$ cat config.mk
export PLATFORM = sky130hd
export DESIGN_NAME = iq_mic_frame_demux
export DESIGN_NICKNAME = d
export VERILOG_FILES = /design/src/hw/rtl/iqmfd_pkg.sv /design/src/hw/rtl/iq_mic_frame_demux.sv /design/src/hw/rtl/iqmfd_classify.sv /design/src/hw/rtl/iqmfd_queue.sv
export SDC_FILE = /design/constraint.sdc
export NUM_CORES = 1
export LEC_CHECK = 0
export BUFFER_PORTS_ARGS = -buffer_cell sky130_fd_sc_hd__clkbuf_2
export CORE_UTILIZATION = 62
export CTS_CLUSTER_DIAMETER = 40
export CTS_CLUSTER_SIZE = 10
export DETAILED_ROUTE_END_ITERATION = 10
export MAX_ROUTING_LAYER = met4
export PLACE_DENSITY = 0.81
export SLEW_MARGIN = 20
export SYNTH_ARGS = -nofsm -noshare
export SYNTH_HDL_FRONTEND = slang
export SYNTH_HIERARCHICAL = 1
export SYNTH_SLANG_ARGS = --single-unit
$ cat constraint.sdc
create_clock -name clk_i -period 8.4 [get_ports clk_i]
set_input_delay 2.52 -clock clk_i [delete_from_list [all_inputs] [get_ports clk_i]]
set_output_delay 2.52 -clock clk_i [all_outputs]
set_load 0.005 [all_outputs]
$ cat src/hw/rtl/iqmfd_pkg.sv
// ----------------------------------------------------------------------------
// IQ/mic frame demux package
// Shared types and constants for the receiver frame byte demultiplexer.
// ----------------------------------------------------------------------------
package iqmfd_pkg;

  localparam int unsigned IQ_BYTES_PER_RX     = 6;
  localparam int unsigned MIC_BYTES_PER_GROUP = 2;
  localparam int unsigned BASE_RATE_HZ        = 48000;

  typedef enum logic [1:0] {
    KIND_IQ   = 2'd0,
    KIND_MIC  = 2'd1,
    KIND_DROP = 2'd2
  } kind_e;

  typedef enum logic [1:0] {
    RATE_48K  = 2'd0,
    RATE_96K  = 2'd1,
    RATE_192K = 2'd2,
    RATE_384K = 2'd3
  } rate_e;

  typedef enum logic [1:0] {
    REG_RX_COUNT = 2'd0,
    REG_SAMPLES  = 2'd1,
    REG_RATE     = 2'd2
  } cfg_reg_e;

  localparam logic [1:0] SKIP_AT_192K = 2'd1;
  localparam logic [1:0] SKIP_AT_384K = 2'd3;

  typedef struct packed {
    logic [3:0] rx_count;
    logic [9:0] samples;
    rate_e      rate;
  } cfg_t;

  typedef struct packed {
    logic [7:0] out_byte;
    kind_e      kind;
    logic       frame_end;
    logic       taken;
  } result_t;

endpackage

$ cat src/hw/rtl/iq_mic_frame_demux.sv
// ----------------------------------------------------------------------------
// IQ/mic frame demultiplexer
// Tags each byte of a receiver frame as a kept IQ byte, a kept mic byte or
// a dropped byte, and passes it through with frame and skip status.
// ----------------------------------------------------------------------------
//  Channel  Direction  Handshake             Payload
//  in       input      in_valid / in_stall   data_byte, frame_last
//  out      output     out_valid / out_stall out_byte, stream_kind, frame_end,
//                                            mic_block_taken
//  cfg      input      cfg_valid / cfg_ready cfg_index, cfg_data
//
// One byte is accepted per cycle while the queue is not full; its result is registered in the queue.
// The classifier updates all frame counters in the cycle of acceptance.
// A two-entry queue holds results, so the input stalls only when it is full.
// Reset loads the register defaults and arms a frame restart on the next byte.
// Configuration writes are always ready.
// ----------------------------------------------------------------------------
module iq_mic_frame_demux #(
  parameter int MAX_RECEIVERS = 8,
  parameter int MAX_SAMPLES   = 1023
) (
  input  logic       clk_i,
  input  logic       rst_ni,
  input  logic       in_valid_i,
  output logic       in_stall_o,
  input  logic [7:0] data_byte_i,
  input  logic       frame_last_i,
  output logic       out_valid_o,
  input  logic       out_stall_i,
  output logic [7:0] out_byte_o,
  output logic [1:0] stream_kind_o,
  output logic       frame_end_o,
  output logic       mic_block_taken_o,
  input  logic       cfg_valid_i,
  output logic       cfg_ready_o,
  input  logic [1:0] cfg_index_i,
  input  logic [9:0] cfg_data_i
);

  iqmfd_pkg::cfg_t    cfg_q, cfg_d;
  iqmfd_pkg::result_t result;
  iqmfd_pkg::result_t head;
  logic               full;
  logic               accept;
  logic               pop;

  assign cfg_ready_o = 1'b1;

  always_comb begin
    cfg_d = cfg_q;
    if (cfg_valid_i) begin
      case (cfg_index_i)
        iqmfd_pkg::REG_RX_COUNT: cfg_d.rx_count = cfg_data_i[3:0];
        iqmfd_pkg::REG_SAMPLES:  cfg_d.samples  = cfg_data_i;
        iqmfd_pkg::REG_RATE:     cfg_d.rate     = iqmfd_pkg::rate_e'(cfg_data_i[1:0]);
        default:                 cfg_d          = cfg_q;
      endcase
    end
  end

  always_ff @(posedge clk_i or negedge rst_ni) begin
    if (!rst_ni) begin
      cfg_q <= '{rx_count: 4'd1, samples: 10'd63, rate: iqmfd_pkg::RATE_48K};
    end else begin
      cfg_q <= cfg_d;
    end
  end

  assign in_stall_o = full;
  assign accept     = in_valid_i && !full;
  assign pop        = out_valid_o && !out_stall_i;

  iqmfd_classify #(
    .MaxReceivers(MAX_RECEIVERS),
    .MaxSamples  (MAX_SAMPLES)
  ) u_classify (
    .clk_i       (clk_i),
    .rst_ni      (rst_ni),
    .accept_i    (accept),
    .data_byte_i (data_byte_i),
    .frame_last_i(frame_last_i),
    .cfg_i       (cfg_q),
    .result_o    (result)
  );

  iqmfd_queue u_queue (
    .clk_i      (clk_i),
    .rst_ni     (rst_ni),
    .push_i     (accept),
    .push_data_i(result),
    .full_o     (full),
    .valid_o    (out_valid_o),
    .pop_i      (pop),
    .head_o     (head)
  );

  assign out_byte_o        = head.out_byte;
  assign stream_kind_o     = head.kind;
  assign frame_end_o       = head.frame_end;
  assign mic_block_taken_o = head.taken;

endmodule

$ cat src/hw/rtl/iqmfd_classify.sv
// ----------------------------------------------------------------------------
// IQ/mic frame demux classifier
// Front end: tracks group and frame counters and tags each accepted byte.
// ----------------------------------------------------------------------------
module iqmfd_classify #(
  parameter int MaxReceivers = 8,
  parameter int MaxSamples   = 1023
) (
  input  logic               clk_i,
  input  logic               rst_ni,
  input  logic               accept_i,
  input  logic [7:0]         data_byte_i,
  input  logic               frame_last_i,
  input  iqmfd_pkg::cfg_t    cfg_i,
  output iqmfd_pkg::result_t result_o
);

  localparam int RxW  = $clog2(MaxReceivers + 1);
  localparam int SmpW = $clog2(MaxSamples + 1);
  localparam int GrpW = $clog2(MaxReceivers * iqmfd_pkg::IQ_BYTES_PER_RX + 1);
  localparam int IqW  = $clog2(MaxSamples * MaxReceivers * iqmfd_pkg::IQ_BYTES_PER_RX + 1);
  localparam int MicW = $clog2(MaxSamples * iqmfd_pkg::MIC_BYTES_PER_GROUP + 1);

  logic            frame_start_q, frame_start_d;
  logic            mic_phase_q, mic_phase_d;
  logic [GrpW-1:0] grp_q, grp_d;
  logic [IqW-1:0]  iq_left_q, iq_left_d;
  logic [MicW-1:0] mic_left_q, mic_left_d;
  logic [1:0]      skip_q, skip_d;

  logic [RxW-1:0]  rx_eff;
  logic [SmpW-1:0] smp_eff;
  logic [GrpW-1:0] rx_bytes;
  logic [IqW-1:0]  iq_total;
  logic [MicW-1:0] mic_total;
  logic            cur_mic;
  logic [GrpW-1:0] cur_grp;
  logic [GrpW-1:0] grp_dec;
  logic [IqW-1:0]  cur_iq;
  logic [MicW-1:0] cur_mic_left;
  logic            taken;
  iqmfd_pkg::kind_e kind;
  logic [1:0]      skip_reload;

  always_comb begin
    if (cfg_i.rx_count == 4'd0) begin
      rx_eff = RxW'(1);
    end else if (32'(cfg_i.rx_count) > MaxReceivers) begin
      rx_eff = RxW'(MaxReceivers);
    end else begin
      rx_eff = RxW'(cfg_i.rx_count);
    end
    if (32'(cfg_i.samples) > MaxSamples) begin
      smp_eff = SmpW'(MaxSamples);
    end else begin
      smp_eff = SmpW'(cfg_i.samples);
    end
    rx_bytes = GrpW'(32'(rx_eff) * iqmfd_pkg::IQ_BYTES_PER_RX);
    iq_total = IqW'(32'(smp_eff) * 32'(rx_bytes));
    if (cfg_i.rate == iqmfd_pkg::RATE_48K) begin
      mic_total = MicW'(32'(smp_eff) * iqmfd_pkg::MIC_BYTES_PER_GROUP);
    end else begin
      mic_total = MicW'(smp_eff);
    end
  end

  always_comb begin
    cur_mic      = frame_start_q ? 1'b0 : mic_phase_q;
    cur_grp      = frame_start_q ? rx_bytes : grp_q;
    cur_iq       = frame_start_q ? iq_total : iq_left_q;
    cur_mic_left = frame_start_q ? mic_total : mic_left_q;
    taken        = (skip_q == 2'd0);
    grp_dec      = (cur_grp != '0) ? cur_grp - GrpW'(1) : cur_grp;

    kind        = iqmfd_pkg::KIND_DROP;
    iq_left_d   = cur_iq;
    mic_left_d  = cur_mic_left;
    mic_phase_d = cur_mic;
    grp_d       = grp_dec;

    if (!cur_mic) begin
      if (cur_iq != '0) begin
        kind      = iqmfd_pkg::KIND_IQ;
        iq_left_d = cur_iq - IqW'(1);
      end
      if (grp_dec == '0) begin
        mic_phase_d = 1'b1;
        grp_d       = GrpW'(iqmfd_pkg::MIC_BYTES_PER_GROUP);
      end
    end else begin
      if (taken && (cur_mic_left != '0)) begin
        kind       = iqmfd_pkg::KIND_MIC;
        mic_left_d = cur_mic_left - MicW'(1);
      end
      if (grp_dec == '0) begin
        mic_phase_d = 1'b0;
        grp_d       = rx_bytes;
      end
    end

    case (cfg_i.rate)
      iqmfd_pkg::RATE_192K: skip_reload = iqmfd_pkg::SKIP_AT_192K;
      iqmfd_pkg::RATE_384K: skip_reload = iqmfd_pkg::SKIP_AT_384K;
      default:              skip_reload = 2'd0;
    endcase

    skip_d        = skip_q;
    frame_start_d = 1'b0;
    if (frame_last_i) begin
      skip_d        = taken ? skip_reload : skip_q - 2'd1;
      frame_start_d = 1'b1;
    end
  end

  assign result_o = '{
    out_byte:  data_byte_i,
    kind:      kind,
    frame_end: frame_last_i,
    taken:     taken
  };

  always_ff @(posedge clk_i or negedge rst_ni) begin
    if (!rst_ni) begin
      frame_start_q <= 1'b1;
      mic_phase_q   <= 1'b0;
      grp_q         <= '0;
      iq_left_q     <= '0;
      mic_left_q    <= '0;
      skip_q        <= 2'd0;
    end else if (accept_i) begin
      frame_start_q <= frame_start_d;
      mic_phase_q   <= mic_phase_d;
      grp_q         <= grp_d;
      iq_left_q     <= iq_left_d;
      mic_left_q    <= mic_left_d;
      skip_q        <= skip_d;
    end
  end

  a_last_restarts_frame : assert property (@(posedge clk_i) disable iff (!rst_ni)
    accept_i && frame_last_i |=> frame_start_q)
    else $error("frame end did not arm the frame restart");

  a_no_mic_when_skipped : assert property (@(posedge clk_i) disable iff (!rst_ni)
    accept_i && (skip_q != 2'd0) |-> result_o.kind != iqmfd_pkg::KIND_MIC)
    else $error("mic byte kept in a skipped frame");

  a_mic_pair_bound : assert property (@(posedge clk_i) disable iff (!rst_ni)
    mic_phase_q && !frame_start_q |-> grp_q <= GrpW'(iqmfd_pkg::MIC_BYTES_PER_GROUP))
    else $error("mic phase count exceeds one pair");

  a_iq_only_in_iq_phase : assert property (@(posedge clk_i) disable iff (!rst_ni)
    accept_i && mic_phase_q && !frame_start_q |-> result_o.kind != iqmfd_pkg::KIND_IQ)
    else $error("IQ byte kept during mic phase");

endmodule

$ cat src/hw/rtl/iqmfd_queue.sv
// ----------------------------------------------------------------------------
// IQ/mic frame demux result queue
// Two-entry queue that decouples the classifier from the output handshake.
// ----------------------------------------------------------------------------
module iqmfd_queue (
  input  logic               clk_i,
  input  logic               rst_ni,
  input  logic               push_i,
  input  iqmfd_pkg::result_t push_data_i,
  output logic               full_o,
  output logic               valid_o,
  input  logic               pop_i,
  output iqmfd_pkg::result_t head_o
);

  localparam int Depth = 2;
  localparam int PtrW  = $clog2(Depth);
  localparam int CntW  = $clog2(Depth + 1);

  iqmfd_pkg::result_t mem_q [Depth];
  logic [PtrW-1:0]    wr_ptr_q, wr_ptr_d;
  logic [PtrW-1:0]    rd_ptr_q, rd_ptr_d;
  logic [CntW-1:0]    count_q, count_d;

  assign full_o  = (count_q == CntW'(Depth));
  assign valid_o = (count_q != '0);
  assign head_o  = mem_q[rd_ptr_q];

  always_comb begin
    wr_ptr_d = push_i ? wr_ptr_q + PtrW'(1) : wr_ptr_q;
    rd_ptr_d = pop_i ? rd_ptr_q + PtrW'(1) : rd_ptr_q;
    count_d  = count_q + CntW'(push_i) - CntW'(pop_i);
  end

  always_ff @(posedge clk_i) begin
    if (push_i) begin
      mem_q[wr_ptr_q] <= push_data_i;
    end
  end

  always_ff @(posedge clk_i or negedge rst_ni) begin
    if (!rst_ni) begin
      wr_ptr_q <= '0;
      rd_ptr_q <= '0;
      count_q  <= '0;
    end else begin
      wr_ptr_q <= wr_ptr_d;
      rd_ptr_q <= rd_ptr_d;
      count_q  <= count_d;
    end
  end

  a_no_overflow : assert property (@(posedge clk_i) disable iff (!rst_ni)
    push_i |-> !full_o)
    else $error("push into a full queue");

  a_no_underflow : assert property (@(posedge clk_i) disable iff (!rst_ni)
    pop_i |-> valid_o)
    else $error("pop from an empty queue");

  a_count_bound : assert property (@(posedge clk_i) disable iff (!rst_ni)
    count_q <= CntW'(Depth))
    else $error("queue count out of range");

endmodule

==> flow_summary.json <==
{
  "status": "complete, no violations",
  "regArea_um2": 2160,
  "antenna_found_initial": 0,
  "final_area_um2": 6940,
  "synth.avg_cell_area_um2": 9.95,
  "worst_pin_slew_ns": 1.01,
  "worstSetupEndpointType": "flop",
  "ys_seq_elements": 81,
  "cp_cell_sequence": "o21ba_2, nor2_1, ha_1, a21oi_1, mux2i_1, nor2b_1, fa_1, fa_1, inv_1, fa_1, inv_1, ha_1, o211ai_1, o21ai_2, and4_4, or4_4, a31oi_2, and4_1, nor3_1, xor2_1, a221o_1",
  "critPathMaxStageDelay_ns": 0.74,
  "stdcell_count": 816,
  "max-clock-path-buffers": 2,
  "die_w_um": 105,
  "clock_sinks": 81,
  "maxCapViolations": 0,
  "drc": 0,
  "syn_inst": 661,
  "rsz0062_at_grt": "no",
  "rows": 37,
  "dr.pass1.iters": 5,
  "async_flop_share_pct": 70.4,
  "dieArea_um2": 11000,
  "fin_ws_ns": 0.954,
  "cp-start-kind": "flop",
  "post-dp-hpwl_mm": 10.1,
  "cts-hold-fix-buffers": 0,
  "cts_made_buffers": 9,
  "cp_top_family": "adder cells",
  "synth-compound-area-share_pct": 14.0,
  "fillers": 816,
  "syn_nets": 744,
  "grt_overflow_total": 0,
  "start_util_pct": 63.7,
  "cp_common_cell": "fa_1",
  "dp_slack_ns": 1.02,
  "gp_congestion": 0.906,
  "clock_skew_ns": 0.0156,
  "wl_mm": 13.9,
  "multiInputGateArea_um2": 4020,
  "drtIter0Drc": 263,
  "synth.yosys.warnings": 6,
  "grt_pass1_vias": 4974,
  "powerDensity_nw_per_um2": 446,
  "slowest_stage": "mux2i_1",
  "ctsResizeCount": 0,
  "crit_path_max_fanout": 16,
  "ir_worst_vdd_v": 0.000197,
  "post_cts_buffers": 0,
  "synth_top_family_by_area": "simple AND/OR/NAND/NOR gates",
  "yosysTopAreaCell": "dfrtp_1",
  "utilization_pct": 67.2,
  "place_inst": 800,
  "synth-seq-area-share_pct": 32.8,
  "synth_xor_area_share_pct": 4.22,
  "synthTopCellsByArea": "dfrtp_1, edfxtp_1, fa_1",
  "drive_above_1_share_pct": 20.3,
  "ctsRootBufferMaster": "clkbuf_8",
  "hold_path_class": "reg -> reg",
  "worstSetupPathType": "reg -> reg",
  "port_buffers": 39,
  "synthSimpleGateAreaFrac_pct": 19.3,
  "layout.nets": 758,
  "synth-adder-area-share_pct": 13.7,
  "antennaDiodeCount": 0,
  "wl_met2_mm": 7.11,
  "worstPathRequired_ns": 8.65,
  "yosysMostFrequentCell": "nand2_1",
  "design.core.area_um2": 10300,
  "synth_common_cells": "nand2_1, dfrtp_1, nor2_1, inv_1, ha_1",
  "period_share_pct": 88.6,
  "grt_max_degree": 68,
  "grt_pass1_wl_mm": 23.6,
  "place_area_um2": 6710,
  "top_layer": "met4",
  "drt-met1-wl_mm": 6.04,
  "relSlewSlack_pct": 32.1,
  "leakage_nw": 3.01,
  "drt-wirelength-per-cell_um": 17.0,
  "fmax_mhz": 134,
  "synth.distinct_cells": 83,
  "synth_edf_count": 24,
  "drtAntennaViolNets": 0,
  "finalSetupViolCount": 0,
  "vias": 4968,
  "finalHoldViolCount": 0,
  "met3_length_um": 548,
  "clock_latency_ns": 0.36,
  "area_growth_pct": 5.52,
  "finalSetupTns_ns": 0,
  "crit_buf_inv": 2,
  "synth.area.mux_share_pct": 9.70,
  "track_usage_pct": 27.7,
  "worstPathArrival_ns": 7.69,
  "drv_slew": 0,
  "synth_flop_cell": "dfrtp_1",
  "cts_max_level": 3,
  "period_needed_ns": 7.45,
  "viasPerCell": 6.09,
  "synth_area_um2": 6580,
  "clkTransAtPathRegs_ns": 0.09,
  "synth.top_cell.area_share_pct": 18.6,
  "cts_tree": "yes",
  "die_y_um": 105,
  "ios": 41
}
[cells by family after synthesis]
logic type	Yosys count
AOI/OAI and AO/OA	129
and+or+nand+nor	235
xor gates and xnor gates	30
other	1
muxes	52
DFF	81
adders and majority gates	57
buffers and inverters	76
[path summary, 6_finish.rpt]
| kind | endpoint | depth (start not counted) | start | slack [ns] |
|---|---|---|---|---|
| max | u_classify/iq_left_q[2] | 21 | cfg_q[12] | 0.95 |
| min | u_classify/iq_left_q[15] | 2 | u_classify/iq_left_q[15] | 0.50 |
| max reg2reg | u_classify/iq_left_q[2] | 21 | cfg_q[12] | 0.95 |
| min reg2reg | u_classify/iq_left_q[15] | 2 | u_classify/iq_left_q[15] | 0.50 |
| max in group asynchronous | u_classify/grp_q[5] | 2 | rst_ni | 5.62 |
| min in group asynchronous | u_classify/iq_left_q[12] | 2 | rst_ni | 2.30 |
[metrics by stage]
stage	total power [mW]	hold slack (ns)
final	3.09	0.499
after global routing	3.37	0.515
after CTS	3.08	0.497
after detailed placement	2.73	0.475
after global placement	2.63	0.458
after floorplan	2.33	0.442
[final cells by class]
class | count | share of cell area (%)
Multi-Input combinational cell | 504 | 58.0
Sequential cell | 81 | 31.1
Timing Repair Buffer | 43 | 3.25
Inverter | 36 | 1.95
Clock inverter | 7 | 1.53
Clock buffer | 9 | 1.79
Tap cell | 136 | 2.45
[registers in the layout (all words and copies together) (netlist names)]
signal	cells
u_classify/grp_q	6
u_queue/wr_ptr_q	1
cfg_q	16
u_classify/mic_left_q	11
u_queue/count_q	2
u_classify/skip_q	2
u_queue/rd_ptr_q	1
u_classify/iq_left_q	16
u_classify/mic_phase_q	1
u_classify/frame_start_q	1
u_queue/mem_q	24
[cell usage in the layout (no fill, tap or decap), types with 17 or more instances in the layout]
master	count
mux2_4	19
dfrtp_1	49
edfxtp_1	24
nor2_1	42
mux2_2	18
xnor2_1	18
nor2b_1	17
inv_1	36
a21oi_1	31
o21ai_0	26
nand2_1	56
and2_1	30
ha_1	32
fa_1	25
nor3_1	17
clkbuf_2	39
[worst reg2reg max path, cell delays in order (launching register included)]
cell,delay (ns)
dfstp_2,0.53
o21ba_2,0.17
nor2_1,0.60
ha_1,0.33
a21oi_1,0.09
mux2i_1,0.74
nor2b_1,0.16
fa_1,0.55
fa_1,0.55
inv_1,0.05
fa_1,0.52
inv_1,0.04
ha_1,0.38
o211ai_1,0.33
o21ai_2,0.16
and4_4,0.22
or4_4,0.41
a31oi_2,0.20
and4_1,0.62
nor3_1,0.16
xor2_1,0.18
a221o_1,0.36
[routing by layer]
metal  vias up  track usage (%)
met3        16             2.87
met5         -                -
met1      2442             34.4
li1       2368                -
met2       142             47.2
met4         0             10.1
[where the power goes]
group | internal (mW) | total [mW] | switching [mW]
Clock | 0.173 | 0.336 | 0.163
Sequential | 0.562 | 0.693 | 0.132
Combinational | 0.886 | 2.06 | 1.18
Total | 1.62 | 3.09 | 1.47
No activity file was read; power rests on OpenSTA's default activity.
